===== src/hdl/rits_pkg.sv =====
// Shared constants, codes and controller/datapath interface types for the tag store.
`default_nettype none

package rits_pkg;

  localparam int SETS_DEF        = 1024;
  localparam int MAX_WAYS_DEF    = 8;
  localparam int MAP_ENTRIES_DEF = 16384;

  localparam int OP_W     = 2;
  localparam int ADDR_W   = 14;
  localparam int RND_W    = 32;
  localparam int CFG_W    = 4;
  localparam int MOD_STEP = 4;

  localparam logic [CFG_W-1:0] WAYS_RESET = 4'd8;

  localparam logic [OP_W-1:0] OP_ACCESS = 2'd0;
  localparam logic [OP_W-1:0] OP_CLEAR  = 2'd1;
  localparam logic [OP_W-1:0] OP_SWAP   = 2'd2;

  typedef enum logic [3:0] {
    ST_INIT,
    ST_IDLE,
    ST_CLR,
    ST_A_IDX,
    ST_A_IDX_W,
    ST_A_SET,
    ST_A_SET_W,
    ST_A_CMP,
    ST_A_VIC_W,
    ST_S_IDXA,
    ST_S_IDXA_W,
    ST_S_IDXB,
    ST_S_IDXB_W,
    ST_S_WRA,
    ST_S_WRB
  } state_t;

  typedef enum logic [1:0] {
    MOD_ADDR_MAP,
    MOD_RND_MAP,
    MOD_ENTRY_SETS,
    MOD_RND_WAYS
  } mod_sel_t;

  typedef enum logic [2:0] {
    MAP_NONE,
    MAP_RD_REM,
    MAP_WR_A,
    MAP_WR_B,
    MAP_WR_ID
  } map_op_t;

  typedef enum logic [1:0] {
    ROW_NONE,
    ROW_RD_REM,
    ROW_WR_VIC,
    ROW_CLR
  } row_op_t;

  typedef struct packed {
    logic     load;
    logic     mod_start;
    mod_sel_t mod_sel;
    map_op_t  map_op;
    row_op_t  row_op;
    logic     lat_idx_a;
    logic     lat_idx_b;
    logic     lat_ent_a;
    logic     sweep;
    logic     emit;
    logic     emit_hit;
  } cmd_t;

  typedef struct packed {
    logic mod_done;
    logic sweep_last;
    logic hit;
  } sts_t;

endpackage

`default_nettype wire


===== src/hdl/rits_ctrl.sv =====
// Controller state machine that sequences lookups, installs, swaps and clearing sweeps.
`default_nettype none

module rits_ctrl (
  input  wire logic                      clk,
  input  wire logic                      rst_n,
  input  wire logic                      start,
  input  wire logic [rits_pkg::OP_W-1:0] op,
  output logic                           busy,
  output rits_pkg::cmd_t                 cmd,
  input  wire rits_pkg::sts_t            sts
);

  rits_pkg::state_t state_r;
  rits_pkg::state_t state_nxt;

  always_ff @(posedge clk) begin
    if (!rst_n) begin
      state_r <= rits_pkg::ST_INIT;
    end else begin
      state_r <= state_nxt;
    end
  end

  assign busy = (state_r != rits_pkg::ST_IDLE);

  always_comb begin
    state_nxt     = state_r;
    cmd.load      = 1'b0;
    cmd.mod_start = 1'b0;
    cmd.mod_sel   = rits_pkg::MOD_ADDR_MAP;
    cmd.map_op    = rits_pkg::MAP_NONE;
    cmd.row_op    = rits_pkg::ROW_NONE;
    cmd.lat_idx_a = 1'b0;
    cmd.lat_idx_b = 1'b0;
    cmd.lat_ent_a = 1'b0;
    cmd.sweep     = 1'b0;
    cmd.emit      = 1'b0;
    cmd.emit_hit  = 1'b0;
    case (state_r)
      // The sweep after reset gives no result word; the one for a clear does.
      rits_pkg::ST_INIT: begin
        cmd.map_op = rits_pkg::MAP_WR_ID;
        cmd.row_op = rits_pkg::ROW_CLR;
        cmd.sweep  = 1'b1;
        if (sts.sweep_last) begin
          state_nxt = rits_pkg::ST_IDLE;
        end
      end
      rits_pkg::ST_IDLE: begin
        if (start) begin
          cmd.load = 1'b1;
          case (op)
            rits_pkg::OP_ACCESS: state_nxt = rits_pkg::ST_A_IDX;
            rits_pkg::OP_CLEAR:  state_nxt = rits_pkg::ST_CLR;
            rits_pkg::OP_SWAP:   state_nxt = rits_pkg::ST_S_IDXA;
            default:             cmd.emit  = 1'b1;
          endcase
        end
      end
      rits_pkg::ST_CLR: begin
        cmd.map_op = rits_pkg::MAP_WR_ID;
        cmd.row_op = rits_pkg::ROW_CLR;
        cmd.sweep  = 1'b1;
        if (sts.sweep_last) begin
          cmd.emit  = 1'b1;
          state_nxt = rits_pkg::ST_IDLE;
        end
      end
      rits_pkg::ST_A_IDX: begin
        cmd.mod_start = 1'b1;
        cmd.mod_sel   = rits_pkg::MOD_ADDR_MAP;
        state_nxt     = rits_pkg::ST_A_IDX_W;
      end
      rits_pkg::ST_A_IDX_W: begin
        if (sts.mod_done) begin
          cmd.map_op = rits_pkg::MAP_RD_REM;
          state_nxt  = rits_pkg::ST_A_SET;
        end
      end
      rits_pkg::ST_A_SET: begin
        cmd.mod_start = 1'b1;
        cmd.mod_sel   = rits_pkg::MOD_ENTRY_SETS;
        state_nxt     = rits_pkg::ST_A_SET_W;
      end
      rits_pkg::ST_A_SET_W: begin
        if (sts.mod_done) begin
          cmd.row_op = rits_pkg::ROW_RD_REM;
          state_nxt  = rits_pkg::ST_A_CMP;
        end
      end
      rits_pkg::ST_A_CMP: begin
        if (sts.hit) begin
          cmd.emit     = 1'b1;
          cmd.emit_hit = 1'b1;
          state_nxt    = rits_pkg::ST_IDLE;
        end else begin
          cmd.mod_start = 1'b1;
          cmd.mod_sel   = rits_pkg::MOD_RND_WAYS;
          state_nxt     = rits_pkg::ST_A_VIC_W;
        end
      end
      rits_pkg::ST_A_VIC_W: begin
        if (sts.mod_done) begin
          cmd.row_op = rits_pkg::ROW_WR_VIC;
          cmd.emit   = 1'b1;
          state_nxt  = rits_pkg::ST_IDLE;
        end
      end
      rits_pkg::ST_S_IDXA: begin
        cmd.mod_start = 1'b1;
        cmd.mod_sel   = rits_pkg::MOD_ADDR_MAP;
        state_nxt     = rits_pkg::ST_S_IDXA_W;
      end
      rits_pkg::ST_S_IDXA_W: begin
        if (sts.mod_done) begin
          cmd.lat_idx_a = 1'b1;
          cmd.map_op    = rits_pkg::MAP_RD_REM;
          state_nxt     = rits_pkg::ST_S_IDXB;
        end
      end
      rits_pkg::ST_S_IDXB: begin
        cmd.mod_start = 1'b1;
        cmd.mod_sel   = rits_pkg::MOD_RND_MAP;
        cmd.lat_ent_a = 1'b1;
        state_nxt     = rits_pkg::ST_S_IDXB_W;
      end
      rits_pkg::ST_S_IDXB_W: begin
        if (sts.mod_done) begin
          cmd.lat_idx_b = 1'b1;
          cmd.map_op    = rits_pkg::MAP_RD_REM;
          state_nxt     = rits_pkg::ST_S_WRA;
        end
      end
      rits_pkg::ST_S_WRA: begin
        cmd.map_op = rits_pkg::MAP_WR_A;
        state_nxt  = rits_pkg::ST_S_WRB;
      end
      rits_pkg::ST_S_WRB: begin
        cmd.map_op = rits_pkg::MAP_WR_B;
        cmd.emit   = 1'b1;
        state_nxt  = rits_pkg::ST_IDLE;
      end
      default: begin
        state_nxt = rits_pkg::ST_IDLE;
      end
    endcase
  end

endmodule

`default_nettype wire


===== config.mk =====
export PLATFORM = sky130hd
export DESIGN_NAME = rits_ctrl
export DESIGN_NICKNAME = d
export VERILOG_FILES = /design/src/hdl/rits_pkg.sv /design/src/hdl/rits_ctrl.sv
export SDC_FILE = /design/constraint.sdc
export NUM_CORES = 1
export LEC_CHECK = 0
export ABC_AREA = 1
export ABC_CLOCK_PERIOD_IN_PS = 3200
export BUFFER_PORTS_ARGS = -buffer_cell sky130_fd_sc_hd__buf_2
export CAP_MARGIN = 10
export CORE_MARGIN = 2
export CORE_UTILIZATION = 30
export DETAILED_ROUTE_END_ITERATION = 12
export GPL_ROUTABILITY_DRIVEN = 1
export HOLD_SLACK_MARGIN = 0.15
export PLACE_DENSITY = 0.51
export SYNTH_ARGS = -nofsm -noshare
export SYNTH_HDL_FRONTEND = slang
export SYNTH_SLANG_ARGS = --single-unit

===== constraint.sdc =====
create_clock -name clk -period 3.2 [get_ports clk]
set_input_delay 0.64 -clock clk [delete_from_list [all_inputs] [get_ports clk]]
set_output_delay 0.64 -clock clk [all_outputs]
set_load 0.03 [all_outputs]

==> flow_summary.json <==
{
  "status": "finished, final reports clean",
  "ant_nets": 0,
  "synth_area_leaders": "nand2_1 (12%), dfxtp_1 (11%), ha_1 (7.1%)",
  "leakagePower_nw": 0.4665,
  "syn_inst": 107,
  "drt_iter0_markers": 21,
  "synth_adder_area_share_pct": 7.092,
  "cp-end-kind": "output pin",
  "die_area_um2": 2756,
  "critical_path_class": "reg -> out",
  "min_path_cells": 2,
  "hpwl_um": 1452,
  "root_buffer": "clkbuf_4",
  "place_congestion": 0.8119,
  "finalSetupViolCount": 0,
  "cp.required_ps": 2560,
  "avgSynthCellArea_um2": 6.595,
  "grt_pass1_vias": 724,
  "period_share_pct": 72.08,
  "cts_max_level": 1,
  "yosysTopAreaCellShare_pct": 11.70,
  "io_buffers": 23,
  "synthTopCellsByCount": "nand2_1 (22), nor2_1 (13), inv_1 (12), nand3_1 (8), a21oi_1 (7)",
  "place_area_um2": 810.8,
  "synth_top_area_cell": "nand2_1",
  "clkSinkCount": 4,
  "swShare_pct": 57.77,
  "cts_resized": 0,
  "path_clk_slew_ps": 40,
  "yosysMostFrequentCell": "nand2_1",
  "ios": 24,
  "area_growth_pct": 18.09,
  "power-per-cell-area_nw_per_um2": 581.0,
  "p_clk_share_pct": 13.6,
  "nets": 143,
  "via_per_inst": 4.624,
  "cts_setup_buffers": 0,
  "rsz0062_at_grt": "false",
  "core.rowCount": 17,
  "cts_tree": "yes",
  "max_freq_ghz": 0.4335,
  "largest_register_ffs": 4,
  "synth_async_sr_flop_share_pct": 0,
  "clockBufferDepth": 2,
  "antenna_found_initial": 0,
  "regMostFlops": "state_r",
  "fillers": 254,
  "pwr-share-seq_pct": 19.9,
  "crit_path_start_kind": "flop",
  "grt_max_degree": 11,
  "layout-drive-gt1-share_pct": 38.76,
  "ff2ff_path_depth": 7,
  "setup_tns_ps": 0,
  "dr.pass1.iters": 4,
  "tightest_slew_ps": 529.8,
  "antennaDiodeCount": 0,
  "insertion_delay_ps": 250,
  "grt_pass1_wl_um": 3042,
  "synth_top_family_by_area": "simple AND/OR/NAND/NOR gates",
  "vias": 726,
  "wl_per_cell_um": 10.86,
  "vdd_ir_drop_max_uv": 226.9,
  "dieHeight_um": 52.50,
  "yosys.area_share.simple_pct": 51.42,
  "relSlewSlack_pct": 64.63,
  "syn-cell-area_um2": 705.7,
  "maxCapViolCount": 0,
  "synth-xor-area-share_pct": 0,
  "critPathMaxFanout": 8,
  "overflow": 0,
  "reg_top3": "state_r (4)",
  "period_needed_ps": 2307,
  "ys_ff_latch": 4,
  "core_area_um2": 2212,
  "numCtsBuffers": 3,
  "synth_compound_area_share_pct": 11.70,
  "yosysWarnings": 0,
  "fin_area_um2": 833.3,
  "ys_seq_area_share_pct": 11.35,
  "die_w_um": 52.50,
  "finalMaxSlewViolations": 0,
  "start_util_pct": 31.90,
  "synth_edf_count": 0,
  "combPwrFrac_pct": 66.5,
  "p_sw_mw": 0.2797,
  "syn-num-nets": 119,
  "cts_hold_buf": 0,
  "worstHoldPathType": "reg -> reg",
  "fin_skew_ps": 11.02,
  "synth_cell_types": 25,
  "drc": 0,
  "muxShareOfSynthArea_pct": 0,
  "crit_arrival_ps": 1670,
  "internal_power_mw": 0.2044,
  "grt_use_total_pct": 14.58,
  "hold_viol_final": 0,
  "synth_ff_type": "dfxtp_1",
  "routed_wl_um": 1705
}
cell type report:
cell class / instances / area [um^2] / share of cell area (%)
Timing Repair Buffer: 23 / 115.1 / 13.81
Tap cell: 28 / 35.03 / 4.204
Multi-Input combinational cell: 81 / 495.5 / 59.46
Inverter: 18 / 85.08 / 10.21
Clock buffer: 3 / 22.52 / 2.703
Sequential cell: 4 / 80.08 / 9.610
path summary, 6_finish.rpt:
path	start	to	slack [ps]
worst max-delay path	state_r[1]	cmd[1]	890
worst min-delay path	state_r[3]	state_r[3]	630
worst max register to register	state_r[0]	state_r[0]	1710
worst min register to register	state_r[3]	state_r[3]	630
cell families after synthesis:
logic type,after synthesis
buf+inv,22
fa+ha+maj,4
simple gates,63
compound gates,14
flops,4
power by group through the flow:
stage | Combinational [mW] | Clock, mW | Sequential [mW]
2_1_floorplan | 0.301 | 0 | 0.0638
6_report | 0.322 | 0.0660 | 0.0963
3_5_place_dp | 0.326 | 0 | 0.0975
5_1_grt | 0.357 | 0.0710 | 0.0992
4_1_cts | 0.327 | 0.0662 | 0.0964
3_3_place_gp | 0.328 | 0 | 0.0964
layout by cell type, fill, tap and decap left out, types with 2 or more instances in the layout:
cell type,synthesis,layout
nand2_4,2,2
nor3_1,2,2
nand2_8,2,2
nand2_2,3,3
nand2_1,22,22
a21oi_1,7,7
nand4_1,2,2
o21ai_0,3,3
ha_1,4,4
buf_2,0,23
dfxtp_1,4,4
nand3_1,8,8
inv_6,2,2
nand3_2,3,3
nor2_2,3,3
inv_2,3,3
nor2_1,13,13
inv_1,12,12
a21oi_2,2,2
clkbuf_4,0,3
routing by layer:
| layer | routed length, um | global-route usage [%] | vias up |
|---|---|---|---|
| met5 | 0 | 0 | - |
| li1 | - | - | 382 |
| met3 | 94 | 2.000 | 2 |
| met1 | 751 | 17.56 | 319 |
| met4 | 15 | 4.274 | 0 |
| met2 | 843 | 26.46 | 23 |
critical path, cell delays in order, from the launching register on:
cell	delay [ps]
dfxtp_1	640
nand2_2	170
nor2_4	160
nand2_1	80
nand2_1	70
a21oi_1	40
nand3_1	60
buf_2	200
stage by stage:
step | power, mW | util, % | instances | hold WS [ps] | setup slack, ps
finish | 0.4841 | 37.67 | 157 | 630.4 | 893.4
global route | 0.5274 | 37.67 | 157 | 666.7 | 771.6
CTS | 0.4891 | 37.67 | 157 | 625.3 | 901.0
detailed placement | 0.4235 | 36.65 | 154 | 619.1 | 1162
global placement | 0.4249 | 36.65 | 154 | 607.9 | 1147
floorplan | 0.3644 | - | 107 | 576.6 | 1111
Power figures use the tool's default switching activity.
